`src/rtl/btpc_pkg.sv`:
```
// Shared types and constants for the barometric compensation pipeline.
// No dependencies.
package btpc_pkg;

  localparam int QW = 32;

  localparam logic [2:0] REG_T1   = 3'd0;
  localparam logic [2:0] REG_T2   = 3'd1;
  localparam logic [2:0] REG_T3   = 3'd2;
  localparam logic [2:0] REG_P1   = 3'd3;
  localparam logic [2:0] REG_P234 = 3'd4;
  localparam logic [2:0] REG_P567 = 3'd5;
  localparam logic [2:0] REG_P89  = 3'd6;

  typedef struct packed {
    logic [15:0] t1;
    logic [15:0] t2;
    logic [15:0] t3;
    logic [15:0] p1;
    logic [47:0] p234;
    logic [47:0] p567;
    logic [31:0] p89;
  } cal_t;

  typedef struct packed {
    logic [19:0] raw_pressure;
    logic [19:0] raw_temperature;
  } in_word_t;

  typedef struct packed {
    logic [31:0] temperature_centi;
    logic [31:0] pressure_pa;
    logic        pressure_invalid;
  } out_word_t;

  function automatic logic [31:0] sx16(input logic [15:0] v);
    sx16 = {{16{v[15]}}, v};
  endfunction

  function automatic logic [31:0] sra(input logic [31:0] x, input int n);
    sra = 32'($signed(x) >>> n);
  endfunction

endpackage

```
`src/rtl/btpc_div.sv`:
```
// Pipelined unsigned 32/32 divider, one quotient bit per stage.
// Depends on btpc_pkg.
module btpc_div #(
  parameter type tag_t = logic
) (
  input  logic        clk,
  input  logic        rst,
  input  logic        en,
  input  logic        in_valid,
  input  logic [31:0] in_num,
  input  logic [31:0] in_den,
  input  tag_t        in_tag,
  output logic        out_valid,
  output logic [31:0] out_quo,
  output tag_t        out_tag
);
  import btpc_pkg::*;

  logic [31:0] num [0:QW];
  logic [31:0] den [0:QW];
  logic [31:0] rem [0:QW];
  tag_t        tag [0:QW];
  logic        vld [0:QW];

  assign num[0] = in_num;
  assign den[0] = in_den;
  assign rem[0] = '0;
  assign tag[0] = in_tag;
  assign vld[0] = in_valid;

  for (genvar g = 0; g < QW; g++) begin : g_st
    logic [32:0] trial;
    logic [32:0] diff;
    always_comb begin
      trial = {rem[g], num[g][31]};
      diff  = trial - {1'b0, den[g]};
    end
    always_ff @(posedge clk) begin
      if (rst) begin
        vld[g+1] <= 1'b0;
      end else if (en) begin
        vld[g+1] <= vld[g];
      end
      if (en) begin
        num[g+1] <= {num[g][30:0], ~diff[32]};
        rem[g+1] <= diff[32] ? trial[31:0] : diff[31:0];
        den[g+1] <= den[g];
        tag[g+1] <= tag[g];
      end
    end
  end

  assign out_valid = vld[QW];
  assign out_quo   = num[QW];
  assign out_tag   = tag[QW];
endmodule

```
`config.mk`:
```
export PLATFORM = sky130hd
export DESIGN_NAME = btpc_div
export DESIGN_NICKNAME = d
export VERILOG_FILES = /design/src/rtl/btpc_pkg.sv /design/src/rtl/btpc_div.sv
export SDC_FILE = /design/constraint.sdc
export NUM_CORES = 2
export LEC_CHECK = 0
export BUFFER_PORTS_ARGS = -buffer_cell sky130_fd_sc_hd__clkbuf_2
export CAP_MARGIN = 15
export CORE_AREA = 2 2 639 450
export CTS_CLUSTER_SIZE = 20
export DETAILED_ROUTE_END_ITERATION = 6
export DIE_AREA = 0 0 641 452
export PLACE_DENSITY = 0.7
export SETUP_SLACK_MARGIN = 0.2
export SYNTH_ARGS = -nofsm -noshare
export SYNTH_HDL_FRONTEND = slang
export SYNTH_SLANG_ARGS = --single-unit
```
`constraint.sdc`:
```
create_clock -name clk -period 11.97 [get_ports clk]
set_input_delay 0.5985 -clock clk [delete_from_list [all_inputs] [get_ports clk]]
set_output_delay 0.5985 -clock clk [all_outputs]
set_load 0.005 [all_outputs]
```
Word level (Yosys, flattened, before mapping)

Cells that the tools add are included.

Multiplexer cells: 31
Bitwise logic cells: 32
Shift operators: 0
Equality and inequality tests: 0
Add/sub/neg operators: 32
Divide/modulo/power cells: 0
$mul: 0
Reduce and logical (&&, ||, !) cells: 0
$lt $le $gt $ge: 0

Operators by type and width:

| kind             | number |
|---|---|
| $sub A33 B32 Y33 | 31 |
| $mux W32         | 30 |
| $sub A1 B32 Y33  | 1 |
| $not A1 Y1       | 32 |
| $mux W1          | 1 |

RAM bits: 0
Register bits: 3072
Bits in latches: 0
Bits in read-only memories: 0
Output and inout bits: 34
Memories: 0

Logic depth before layout (Yosys ltp)

Depth in word-level cells: 2
Depth in mapped cells: 16
Depth with buffers taken out: 15

Worst setup path after synthesis

Ideal clock, no wire load.

Path kind: reg-to-reg
Start: register den[896] (netlist bit)
End: register rem (netlist bit g_st[5].trial[10]) (data pin)
Required time: 11710 ps
Arrival time: 3513 ps
Cell stages (with the launch flop): 14
Setup slack: 8198 ps
Cell sequence: edfxtp_1 -> ha_1 -> fa_1 -> nor2b_1 -> o21ai_1 -> a2111o_1 -> and2_4 -> a31oi_4 -> a311oi_1 -> or4_1 -> a31oi_2 -> xor2_2 -> buf_4 -> mux2_2

Longest elaborated chain between the ends: 2

Ends and longest elaborated chain:

| what                            | line           | text |
|---|---|---|
| start, declared                 | btpc_div.sv:20 | `logic [31:0] den [0:QW];` |
| start signal, assigned by index | btpc_div.sv:47 | `den[g+1] <= den[g];` |
| $sub A33 B32 Y33                | btpc_div.sv:36 | `diff = trial - {1'b0, den[g]};` |
| $mux W32                        | btpc_div.sv:46 | `rem[g+1] <= diff[32] ? trial[31:0] : diff[31:0];` |
| end signal, assigned by index   | btpc_div.sv:46 |  |
| end, declared                   | btpc_div.sv:21 | `logic [31:0] rem [0:QW];` |

Every way passes these cells.
A chain may end at the register's enable or synchronous reset.

Final worst setup path

Start: register num (netlist bit g_st[3].trial[0])
End: register rem (netlist bit g_st[4].trial[3]) (data pin)

Longest elaborated chain between the ends: 2

Ends and longest elaborated chain:

| what                            | line           | text |
|---|---|---|
| start, declared                 | btpc_div.sv:19 | `logic [31:0] num [0:QW];` |
| start signal, assigned by index | btpc_div.sv:45 | `num[g+1] <= {num[g][30:0], ~diff[32]};` |
| $sub A33 B32 Y33                | btpc_div.sv:36 |  |
| $mux W32                        | btpc_div.sv:46 |  |

Every way passes these cells.

==> impl_metrics.csv <==
group,metric,value,unit
run_status,status,"complete, no violations",
worst_setup_path,path_max_fanout,33,
route,postRouteAntennaNets,0,
finish,fin_util,60.3,%
flow_run,maxCapViolCount,0,
global_routing,grt_max_degree,205,
clocking,cts_resized,0,
route,wl_per_cell,20.1,um
worst_setup_path,startpoint,"g_st[3].trial[0]$_DFFE_PP_",
global_routing,grt_pass1_vias,92100,
finish,final_cell_area,171000,um2
route,via_per_inst,5.81,
floorplan,die_y,452,um
sta,rsz0062_at_grt,"no",
finish,syn_to_final_growth,10.2,%
synth,ys_seq_area_share,59.2,%
clocking,clockBufferDepth,4,
global_routing,grt_use_total,22.2,%
finish,final_common_cell,"edfxtp_1",
sta,holdWs,0.112,ns
sta,setup_slack,6.73,ns
clocking,cts-root-buf,"clkbuf_16",
power,total_power,49.2,mW
placement,place_inst,15700,
power,power_frac_clock,19.8,%
power,p_int,31.8,mW
power,pwr_density_cell,287,nW/um2
synth,synth_largest_area_cell,"edfxtp_1",
route,num_vias,94800,
placement,dp_slack,6.91,ns
clocking,clock_latency,0.88,ns
power,vdd_ir_drop_max,0.000172,V
worst_setup_path,start_kind,"register",
synth,ys_types,101,
sta,worst_pin_slew,1.23,ns
power,p_leak,68.7,nW
floorplan,coreArea,284000,um2
clocking,postCtsHoldBufs,63,
sta,fmax,191,MHz
synth,avgSynthCellArea,13.0,um2
synth,synth_warnings,0,
placement,dpl_cell_area,160000,um2
clocking,cts_max_level,5,
sta,setup_tns,0,ns
synth,syn_area,155000,um2
worst_setup_path,rr_startpoint,"g_st[3].trial[0]$_DFFE_PP_",
clocking,post_cts_buffers,0,
floorplan,initial_core_util,54.7,%
sta,fin_skew,0.0360,ns
finish,drive_above_1_share,12.1,%
power,power_switching,17.3,mW
worst_setup_path,cp.arrival,5.86,ns
clocking,clkSlewWorstSetupHoldPaths,0.06,ns
synth,async_reset_ff_share,0,%
floorplan,rows,164,
worst_hold_path,min_from,"in_num[31]",
sta,timing.final.crit_share,43.8,%
sta,drv_slew,0,
sta,hold_viol_final,0,
sta,setup_viol,0,
finish,final_cell_mix,"edfxtp_1, inv_1, ha_1",
synth,synth_edf_count,3040,
synth,synth_seq_cells,3072,
sta,slew-limit-headroom,18.0,%
placement,portBuffers,102,
sta,min_period,5.24,ns
route,drc,0,
worst_setup_path,end_kind,"register",
finish,fin_nets,13400,
global_routing,grt_pass1_wl,514000,um
synth,synth_flop_cell,"edfxtp_1",
placement,gp_congestion,0.935,
worst_setup_path,worstSetupPathType,"register to register",
placement,place_hpwl,234000,um
clocking,cts_tree,"yes",
worst_setup_path,r2r_slack,6.73,ns
global_routing,grt_overflow,0,
floorplan,io_pins,103,
power,pwr-share-seq,35.2,%
route,dr.first_iter.drc_count,9527,
power,p_sw_share,35.2,%
synth,synthTopCellsByArea,"edfxtp_1, ha_1, mux2_2",
clocking,cts_made_buffers,309,
global_routing,antenna_found_initial,10,
synth,synth_top_area_share,58.8,%
floorplan,die_area,290000,um2
finish,nFillCells,21600,
synth,syn_inst,11900,
worst_setup_path,worstPathRequired,12.59,ns
route,dr.pass1.iters,6,
floorplan,die_w,641,um
power,power_frac_comb,45.0,%
worst_hold_path,hp-class,"primary input to register",
route,drt_wl_total,327000,um
clocking,clock_sinks,3072,
finish,stdcell_count,16300,
## cells in the mapped netlist (78+ instances only)
cell type	instances
nand3_1	134
xor2_1	255
xnor2_1	565
nor3_1	115
ha_1	993
a21oi_1	831
nand2_1	470
a31oi_1	90
edfxtp_1	3040
nand4_1	99
mux2i_1	123
a21o_1	450
nor2_1	531
o21a_1	155
nor2b_1	154
nand2b_1	134
mux2_2	722
clkbuf_1	117
o21ai_0	490
o21bai_1	78
and3_1	93
inv_1	1236
## worst paths after layout
kind | endpoint | depth (start not counted)
max reg2reg | g_st[4].trial[3]$_DFFE_PP_ | 16
max | g_st[4].trial[3]$_DFFE_PP_ | 16
min reg2reg | num[442]$_DFFE_PP_ | 0
min | g_st[1].trial[1]$_DFFE_PP_ | 3
## area by class of cell
type,count,area [um2],area share (%)
tap,3818,4780,2.79
multi-input combinational,7410,57800,33.8
antenna,1,2.50,0.00146
inverter,1237,4640,2.71
sequential,3072,91900,53.7
timing repair buffer,234,1890,1.10
clock buffer,372,8240,4.82
clock inverter,173,1860,1.08
## state kept, by name (all words and copies together), names as in the netlist
name and count:
g_st.trial 1023, vld 31, den 992, out_tag 1, num 961, out_quo 32, out_valid 1, tag 31
## critical path, stage by stage, from the launching register on
cell	delay, ns
edfxtp_1	0.36
inv_1	0.08
ha_1	0.19
fa_1	0.23
nor2b_1	0.08
o31ai_1	0.82
a2111oi_1	0.20
buf_4	0.22
nor3_1	0.45
a21oi_1	0.32
a2111oi_2	0.42
nor2_1	0.15
a21oi_2	0.17
a21oi_1	0.15
xor2_4	0.14
buf_4	0.52
mux2_2	0.41
## power by group through the flow
stage / clock network [mW] / logic, mW / registers (mW)
floorplan: 0 / 17.3 / 16.5
global placement: 0 / 20.9 / 17.5
detailed placement: 0 / 21.5 / 17.4
CTS: 10.0 / 21.8 / 17.3
global route: 10.4 / 24.3 / 17.5
finish: 9.76 / 22.1 / 17.3
## routing by layer
| layer | track usage [%] | share of wire (%) | up-vias |
|---|---|---|---|
| met2 | 30.9 | 40 | 3165 |
| met1 | 35.2 | 50 | 46000 |
| li1 | - | - | 45000 |
| met4 | 5.89 | 2.5 | 2 |
| met5 | 0 | 0.0040 | - |
| met3 | 4.21 | 7.6 | 586 |
## cells by family after synthesis
logic type / Yosys count / share of synthesized area, %
buf+inv: 1472 / 3.77
xor+xnor: 827 / 4.70
mux: 900 / 6.56
other cells: 1 / 0.00242
fa+ha+maj: 1023 / 8.39
compound gates: 2685 / 11.2
simple gates: 1960 / 6.22
flops: 3072 / 59.2
No activity file was read; power rests on OpenSTA's default activity.
