==> config.mk <==
export PLATFORM = sky130hd
export DESIGN_NAME = btpc_cfg
export DESIGN_NICKNAME = d
export VERILOG_FILES = /design/src/rtl/btpc_pkg.sv /design/src/rtl/btpc_cfg.sv
export SDC_FILE = /design/constraint.sdc
export NUM_CORES = 1
export LEC_CHECK = 0
export ABC_AREA = 0
export CAP_MARGIN = 15
export CORE_AREA = 2 2 127 129
export CTS_BUF_LIST = sky130_fd_sc_hd__clkbuf_8
export DETAILED_ROUTE_END_ITERATION = 7
export DIE_AREA = 0 0 129 131
export DONT_BUFFER_PORTS = 1
export GPL_TIMING_DRIVEN = 0
export PLACE_DENSITY = 0.76
export RECOVER_POWER = 100
export SLEW_MARGIN = 10
export SYNTH_ARGS = -nofsm -noshare
export SYNTH_HDL_FRONTEND = slang
export SYNTH_SLANG_ARGS = --single-unit
==> constraint.sdc <==
create_clock -name clk -period 3.3 [get_ports clk]
set_clock_uncertainty 0.15 [all_clocks]
set_input_delay 0.66 -clock clk [delete_from_list [all_inputs] [get_ports clk]]
set_output_delay 0.66 -clock clk [all_outputs]
set_load 0.1 [all_outputs]
==> src/rtl/btpc_pkg.sv <==
// Shared types and constants for the barometric compensation pipeline.
// No dependencies.
package btpc_pkg;

  localparam int QW = 32;

  localparam logic [2:0] REG_T1   = 3'd0;
  localparam logic [2:0] REG_T2   = 3'd1;
  localparam logic [2:0] REG_T3   = 3'd2;
  localparam logic [2:0] REG_P1   = 3'd3;
  localparam logic [2:0] REG_P234 = 3'd4;
  localparam logic [2:0] REG_P567 = 3'd5;
  localparam logic [2:0] REG_P89  = 3'd6;

  typedef struct packed {
    logic [15:0] t1;
    logic [15:0] t2;
    logic [15:0] t3;
    logic [15:0] p1;
    logic [47:0] p234;
    logic [47:0] p567;
    logic [31:0] p89;
  } cal_t;

  typedef struct packed {
    logic [19:0] raw_pressure;
    logic [19:0] raw_temperature;
  } in_word_t;

  typedef struct packed {
    logic [31:0] temperature_centi;
    logic [31:0] pressure_pa;
    logic        pressure_invalid;
  } out_word_t;

  function automatic logic [31:0] sx16(input logic [15:0] v);
    sx16 = {{16{v[15]}}, v};
  endfunction

  function automatic logic [31:0] sra(input logic [31:0] x, input int n);
    sra = 32'($signed(x) >>> n);
  endfunction

endpackage

==> src/rtl/btpc_cfg.sv <==
// APB-style calibration register file.
// Depends on btpc_pkg.
module btpc_cfg (
  input  logic                 clk,
  input  logic                 rst,
  input  logic                 psel,
  input  logic                 penable,
  input  logic                 pwrite,
  input  logic [5:0]           paddr,
  input  logic [63:0]          pwdata,
  output logic [63:0]          prdata,
  output logic                 pready,
  output btpc_pkg::cal_t       cal
);
  import btpc_pkg::*;

  logic [2:0] idx;
  logic       wr;
  assign idx    = paddr[5:3];
  assign wr     = psel && penable && pwrite;
  assign pready = 1'b1;

  always_ff @(posedge clk) begin
    if (rst) begin
      cal <= '0;
    end else if (wr) begin
      case (idx)
        REG_T1:   cal.t1 <= pwdata[15:0];
        REG_T2:   cal.t2 <= pwdata[15:0];
        REG_T3:   cal.t3 <= pwdata[15:0];
        REG_P1:   cal.p1 <= pwdata[15:0];
        REG_P234: cal.p234 <= pwdata[47:0];
        REG_P567: cal.p567 <= pwdata[47:0];
        REG_P89:  cal.p89 <= pwdata[31:0];
        default: ;
      endcase
    end
  end

  always_comb begin
    case (idx)
      REG_T1:   prdata = {48'd0, cal.t1};
      REG_T2:   prdata = {48'd0, cal.t2};
      REG_T3:   prdata = {48'd0, cal.t3};
      REG_P1:   prdata = {48'd0, cal.p1};
      REG_P234: prdata = {16'd0, cal.p234};
      REG_P567: prdata = {16'd0, cal.p567};
      REG_P89:  prdata = {32'd0, cal.p89};
      default:  prdata = '0;
    endcase
  end
endmodule
Word level (Yosys, flattened, before mapping)
Cells that the tools add are included.
{"block": "totals", "elab_cells": 24, "output_inout_bits": 257, "register_bits": 192}
{"block": "classes", "n_reduce_logical": 10, "eq_ne": 6, "muxes": 1}
{"op": "$pmux 48 s7", "count": 1}
{"op": "$reduce_and 2->1", "count": 7}
{"op": "$eq 3x3->1 const B", "count": 3}
{"op": "$eq 3x2->1 const B", "count": 2}
{"op": "$eq 3x1->1 const B", "count": 1}
{"op": "$logic_not 3->1", "count": 1}
{"op": "$logic_and 1x1->1", "count": 2}

Logic depth before layout (Yosys ltp)
Gate-level depths: netlist of the first run.
{"block": "logic_depth", "depth_word": 3, "ltp_mapped": 7}

Worst setup path after synthesis of the first run
No wires, ideal clock.
{"block": "synth_path", "path_type": "input port to output port", "from": "in paddr[4]", "to": "out prdata[12]", "path_buffers": 3, "t_arrival_ns": 3.698, "path_slack_ns": -1.208, "cell_stages": 6, "t_required_ns": 2.490, "path_cell_list": "buf_2 -> nand2b_4 -> buf_6 -> buf_6 -> o221a_2 -> a221oi_1"}
{"block": "synth_between", "elab_chain_len": 2}
{"element": "start, declared", "line": "btpc_cfg.sv:9", "source": "input logic [5:0] paddr,"}
{"element": "$eq 3x3->1 (tied with other cells)", "line": "btpc_cfg.sv:41", "source": "case (idx)"}
{"element": "$pmux 48 s7 *", "line": "btpc_cfg.sv:41"}
{"element": "end, declared", "line": "btpc_cfg.sv:11", "source": "output logic [63:0] prdata,"}
Every way passes the cells marked *; elsewhere a longest branch is shown, timed or not.

Final worst setup path of the first run
{"block": "layout_path", "from": "in paddr[4]", "to": "out prdata[38]"}
Same word-level chain as after synthesis.

==> impl_summary.md, run 1 <==
Min path
The worst hold path class is in -> reg.

Drt
The final routed wirelength across all metal layers is ~31 mm. After the first detailed-routing iteration, the DRC count stood at roughly 590. In the final routed layout, each cell accounts on average for 24.28 um. The DRC violations left is 0. The number of vias per cell is between 6 and 7. Detailed routing inserted a total of 7,631 vias. The first-pass detailed-route iteration total is 7. The count of nets left with antenna violations after detail routing is 0.

Synth
Counting every instance in the synthesized netlist gives ~990. Of the synthesized area, sequential elements account for 0.4092. In the post-synthesis netlist, the biggest area contributors are dfxtp_1, mux2i_1, nand2b_1.

The number of warning messages in the yosys log is 0. The synthesis-stage register bit count is approximately 190. The dominant synthesized flop cell is dfxtp_1. The synthesized design contains 0 enable-type register cells. A synthesized cell averages around 9.5 um2. The share of synthesized area in the top cell type comes to 0.4092.

Counting flops with an async set or reset pin after synthesis yields a share of 0. The synthesized cell area is 9394 um2. Counting distinct cell types in the post-synthesis netlist gives 32. Of all cell types, the one taking the most synthesized area is dfxtp_1.

Layout
With fillers left out, the area of the finished cells amounts to approximately 11,000 um2. The share of cells above drive strength 1 is 0.2582. The register bank with the most flops is cal. After the last flow step, the layout net total stands at roughly 1,100. The repair_antennas step left the layout with diodes totalling 0. The largest registers in the layout are cal x192. Compared with the post-synthesis result, the final layout area differs by 15.81%. The register with the most flip-flops in the layout has about 190 of them.

Worst setup path
The launching element type of the critical path is a primary input. The kind of critical path is in -> out. Data on the critical path is required at its endpoint by 2490 ps.

For the worst setup path, the data arrival time is between 2000 and 3000 ps. The number of buffers and inverters on the critical path is 4. Along the worst path, the maximum fanout reaches 10. The largest stage delay on the critical path is 960 ps.

The cell repeated most along the worst path is buf_6. The critical path goes through buf_12, nand2b_4, buf_6, buf_6, clkbuf_1, nor2_2. In this design, the largest share of critical-path delay is due to simple AND/OR/NAND/NOR gates. The nature of the critical path endpoint is an output pin. The library cell contributing the largest single delay on the critical path is nor2_2.

STA
Static timing analysis puts the maximum clock frequency at between 0.2 and 0.3 GHz. In the finished design, the share of the clock period the worst path needs comes to 1.037. The total count of max-transition violations in the final report is 0. The total setup violations reported at the end of the flow is 8. After layout, the worst setup slack is -120.7 ps. The remaining max-slew budget at the tightest pin is 0.2670. For the pin with the worst max-slew slack, the measured transition is 1098 ps. The final-report hold violation count is 0. The routed design could run at a clock period as short as 3421 ps. Setup repair after global routing could not meet its margin everywhere.

Floorplanning
From left edge to right edge, the die measures between 100 and 150 um. The die covers roughly 17,000 um2. The die height is 131 um.

The region available for standard cell placement spans about 16,000 um2. For this configuration, the core starts out at a cell density of 0.6023. For this design the top-level I/O count stands at ~330. The number of rows created at floorplan is between 40 and 50.

CTS
The hold-fix buffer count after cts is 0. The H-tree generated during clock tree synthesis spans 4 levels. The tree is rooted in a clkbuf_8. The clock passes through at most 2 buffers. The TritonCTS sink count is approximately 190. The number of buffers created by CTS is 17.

The CTS tree is done. At the later pin of the worst-skew pair, clock insertion delay measures about 500 ps. Post-CTS timing repair inserted 0 buffers for setup. The post-CTS clock slew at the launch and capture registers of the worst setup and hold paths is ~110 ps.

Status
The checks that failed: setup timing. The run finished, with violations left.

Power
Of the total power, combinational logic draws 0.124. The switching power share of the total is 0.3064. The total power is 4.599 mW. The largest vdd supply drop is about 0.24 mV. For this design the ratio of total power to cell area is approximately 420 nW/um2.

Internal power comes to ~3.2 mW. The net load switching power is 1.409 mW. The share of total power in sequential cells is 0.534. The leakage dissipation is between 4 and 5 nW.

The clock network power share is 0.342.

GRT
The number of antenna violations at the first check in global routing came to 0. Entering global routing, the biggest net connects 17 pins. The aggregate global-route resource usage is 0.3559.

The number of global-route vias before repair is roughly 7,600. The wire length of the first global-routing pass is between 40 and 50 mm. The sum of overflow across all layers after global routing is 0.

Placed design
The half-perimeter wire length after placement is 21.84 mm. The final weighted congestion of routability-driven global placement is just under 0.9. The cell area reported after detailed placement is slightly above 10,000 um2. The number of port buffers is 0.

Flow run
The number of maximum-capacitance violations is 0.
## synth_stat cells, types with 2 or more instances
cell,count
buf_6,6
o211ai_1,7
o2bb2ai_1,16
nand3_1,16
buf_2,18
inv_1,9
o21ai_1,3
dfxtp_1,192
o21ai_0,109
nand2b_1,179
mux2_2,8
nand2_2,2
nand2_1,8
a221oi_1,9
a32oi_1,7
a2bb2oi_1,6
buf_4,25
o221a_2,9
a21oi_1,16
clkbuf_1,54
and2_1,17
nor2_1,18
nor2b_1,51
conb_1,2
mux2i_1,194
## routing by layer
layer,GRT usage,vias up,wire [um]
li1,-,3466,-
met4,0.1515,0,989
met1,0.4472,3741,12380
met2,0.5643,360,14160
met3,0.1169,64,3011
met5,0,-,0
## layout make-up
type,count,area [um2]
Clock buffer,19,261.5
Fill cell,1254,4718
Timing Repair Buffer,8,170.2
Multi-Input combinational cell,698,5305
Inverter,9,33.78
Clock inverter,13,136.4
Buffer,103,656.9
Tap cell,216,270.3
Sequential cell,192,4045
## power by group through the flow
stage          Combinational (mW)  Clock (mW)  Sequential [mW]
2_1_floorplan               0.424           0             2.52
3_3_place_gp                0.533           0             2.53
3_5_place_dp                0.555           0             2.53
4_1_cts                     0.559        1.57             2.47
5_1_grt                     0.590        1.66             2.46
6_report                    0.570        1.57             2.46
## metrics by stage
step / std cells / TNS (ps) / util / hold WS (ps) / setup WS, ps
6_report: 1258 / -914.1 / 0.6975 / 149.8 / -120.7
5_1_grt: 1258 / -1136 / 0.6975 / 154.2 / -157.9
4_1_cts: 1259 / -1086 / 0.6943 / 141.3 / -117.0
3_5_place_dp: 1227 / -4037 / 0.6559 / 591.0 / -315.2
3_3_place_gp: 1219 / -12970 / 0.6383 / 576.4 / -943.8
2_1_floorplan: 1003 / -3806 / - / 560.1 / -269.1
## final timing paths
kind	startpoint	to	slack, ps	depth (start not counted)
max	paddr[4]	prdata[38]	-120	6
min	pwdata[1]	cal[145]	150	2
max reg2reg	cal[126]	cal[126]	1640	3
min reg2reg	cal[131]	cal[131]	510	2
## logic make-up after synthesis
logic type / Yosys count / synth area share
AND/OR/NAND/NOR: 297 / 0.1914
other: 2 / 0.0007994
multiplexers: 202 / 0.2163
flip-flops: 192 / 0.4092
buffers and inverters: 113 / 0.06233
AO/OA/AOI/OAI: 182 / 0.1200
## worst reg2reg max path: cells and delay by family (launching register included)
kind               cells  cell delay (ps)
AOI/OAI and AO/OA      2              200
DFF                    1             1020
and+or+nand+nor        1              210
## layout by cell type (no fill, tap or decap), types with 17 or more instances in the layout
cell,instances
dfxtp_2,92
buf_4,22
dfxtp_1,77
mux2i_1,194
clkbuf_8,20
nor2b_1,50
o21ai_0,109
conb_1,17
nand2b_1,178
clkbuf_1,49
dfxtp_4,23
## repair_timing
| action | CTS | global route |
|---|---|---|
| pin swaps | 9 | 3 |
| resized for setup | 126 | 24 |
| gates cloned | 0 | 0 |
| setup endpoints to repair | 42 | 22 |
| hold endpoints to repair | 0 | 0 |
No activity file was read; power rests on OpenSTA's default activity.
==> run 2: changes to the inputs <==
--- a/config.mk
+++ b/config.mk
@@ -12,7 +12,6 @@
 export DETAILED_ROUTE_END_ITERATION = 7
 export DIE_AREA = 0 0 129 131
 export DONT_BUFFER_PORTS = 1
-export GPL_TIMING_DRIVEN = 0
 export PLACE_DENSITY = 0.76
 export RECOVER_POWER = 100
 export SLEW_MARGIN = 10
==> impl_summary.md, run 2 (synthesis gave the netlist of run 1 again) <==
Min path
The worst hold path class is in -> reg (unchanged).

Drt
The met1 wire length is 10.88 mm (was 12.38 mm). The routed wirelength normalized by instance count came to 19.92 um (was 24.28 um). The DRC violations left is 0 (unchanged). The total number of vias came to 7,952 (was 7,631).

The detailed route wirelength on metal2 is 13.51 mm (was 14.16 mm). The final routed wirelength across all metal layers is 27.79 mm (was 30.54 mm). The DRC marker count from the first detailed-route iteration came to 555 (was 592). The number of vias per cell came to 5.700 (was 6.066). The routed wire length on met3 was 2.501 mm (was 3.011 mm). The count of nets left with antenna violations after detail routing was 0 (unchanged).

The highest routing layer actually used was met4 (unchanged). The first-pass detailed-route iteration total is 4 (was 7).

Worst setup path
The highest net fanout along the worst path came to 56 (was 10). The data required time of the worst path is 2490 ps (about the same). The kind of critical path is in -> out (unchanged). The worst-case register-to-register setup slack is 1230 ps (was 1640 ps). The nature of the critical path endpoint is an output pin (unchanged).

The data arrival time at the worst-slack endpoint is 2240 ps (was 2610 ps). The launching element type of the critical path is a primary input (unchanged).

STA
The achievable frequency is 0.3277 GHz (was 0.2923 GHz). The remaining max-slew budget at the tightest pin is 0.08335 (was 0.2670). The post-layout minimum cycle time is 3052 ps (was 3421 ps). The total setup violations reported at the end of the flow is 0 (was 8). The worst-margin pin slew is 1375 ps (was 1098 ps). The total count of max-transition violations in the final report came to 0 (unchanged). The post-route clock period utilization is 0.9247 (was 1.037). The post-route setup TNS was 0 ps (was -914.1 ps). The final critical-path setup slack is 248.4 ps (was -120.7 ps). Setup repair after global routing missed its margin: no (was yes).

The worst hold slack after final layout is 121.7 ps (was 149.8 ps). The final-report hold violation count was 0 (unchanged).

Power
The design internal power is 3.221 mW (was 3.190 mW). The clock network power share was 0.353 (was 0.342). The net load switching power was 1.248 mW (was 1.409 mW). The leakage dissipation was 5.254 nW (was 4.621 nW). The largest vdd supply drop is 0.4407 mV (was 0.2425 mV). The combinational share of power is 0.123 (was 0.124). The share of total power in sequential cells is 0.524 (was 0.534). The total power divided by cell area came to 390.8 nW/um2 (was 422.7 nW/um2). The switching power share of the total is 0.2793 (was 0.3064).

GRT
The wire length of the first global-routing pass is 41.78 mm (was 44.83 mm). The sum of overflow across all layers after global routing is 0 (unchanged). The aggregate global-route resource usage is 0.3191 (was 0.3559). The number of antenna violations at the first check in global routing is 0 (unchanged). The number of global-route vias before repair is 7,815 (was 7,616). The maximum number of pins on one net before global-route repair is 241 (was 17).

Layout
Biggest registers after layout: cal x192 (unchanged). The share of cells above drive strength 1 is 0.2451 (was 0.2582). The flip-flop count of the largest register after layout is 192 (unchanged). The signed area change from the synthesized netlist to the final layout is 21.72% (was 15.81%). The most common cell after layout, fill and taps aside is mux2i_1 (unchanged). The number of diodes added for antenna fixing is 0 (unchanged). The final net count was 1,241 (was 1,104).

The count of placed standard cells in the final layout, fillers left out is 1,395 (was 1,258). The fraction of the core area covered by cells at the end of the flow is 0.7331 (was 0.6975). Most frequent cells in the layout: mux2i_1, nand2b_1, dfxtp_1 (was mux2i_1, nand2b_1, o21ai_0). The register bank with the most flops is cal (unchanged).

Flow run
The number of maximum-capacitance violations is 0 (unchanged).

Placed design
The number of placed cells counting well taps came to 1,363 (was 1,227). The final weighted congestion of routability-driven global placement came to 0.8378 (was 0.8904). The number of port buffers is 0 (unchanged).

The half-perimeter wire length after placement came to 18.28 mm (was 21.84 mm). The worst slack at placement was 593.7 ps (was -315.2 ps).

Floorplanning
The initial cell density of the core is 0.6023 (unchanged). The die height came to 131 um (unchanged). The total die area was 16,900 um2 (unchanged). The number of top-level design ports was 332 (unchanged). The number of rows created at floorplan is 46 (unchanged). The standard cell core area is 15,600 um2 (unchanged).

The width of the die was 129 um (unchanged).

CTS
The buffer depth of the longest clock path is 2 (unchanged). The clock latency of the later-clocked register in the worst-skew pair was 450 ps (was 490 ps). The CTS tree was done (unchanged). The buffer cell driving the clock tree root is clkbuf_8 (unchanged). The number of buffers added for setup after CTS was 0 (unchanged). The post-CTS clock slew at the launch and capture registers of the worst setup and hold paths is 90 ps (was 110 ps). The TritonCTS sink count was 192 (unchanged).

The hold-fix buffer count after cts is 0 (unchanged). The number of gates resized after cts is 0 (was 126). The number of buffers created by CTS is 17 (unchanged). The H-tree depth is 4 (unchanged).

Status
Result of the run: completed (was finished, violations left).
## run 2: cell types whose count changed in the layout (fill, tap and decap cells not counted), moves of 8 or more
cell	delta
buf_4	+139
dfxtp_2	-78
buf_8	-8
and2_2	-10
dfxtp_1	+101
dfxtp_4	-23
buf_2	-11
and2_1	+9
clkbuf_2	+32
nor2_2	+8
nor2_4	-8
buf_6	-10
## run 2: area by class of cell
type	instances	area, um2
Sequential cell	192	3861
Fill cell	1230	4163
Tap cell	216	270.3
Clock buffer	18	247.7
Multi-Input combinational cell	698	5243
Timing Repair Buffer	248	1629
Clock inverter	14	150.1
Inverter	9	33.78
## run 2: layer usage
layer	track usage	vias to the layer above
li1	-	3737
met1	0.3753	3827
met3	0.1014	59
met2	0.5363	329
met4	0.1439	0
met5	0	-
## run 2: worst paths after layout
check,end,from,depth (start not counted)
worst max-delay path,prdata[13],paddr[3],5
worst min-delay path,cal[150],rst,1
worst max register to register,cal[155],cal[155],3
worst min register to register,cal[7],cal[7],3
## run 2: per-stage QoR
stage	instance area [um2]	power, mW
after detailed placement	11550	2.984
after global routing	11430	4.589
final	11430	4.469
after floorplan	9686	2.945
after global placement	11550	2.979
after CTS	11950	4.524
## run 2: power by group through the flow
stage	clock network (mW)	registers [mW]	logic, mW
6_report	1.58	2.34	0.551
5_1_grt	1.68	2.34	0.570
4_1_cts	1.59	2.34	0.590
3_5_place_dp	0	2.40	0.588
3_3_place_gp	0	2.40	0.583
2_1_floorplan	0	2.52	0.424
## run 2: worst max-delay path, cell delays in order
cell	delay [ps]
nor2b_2	520
buf_4	320
a32oi_1	120
o211ai_1	100
clkbuf_2	480
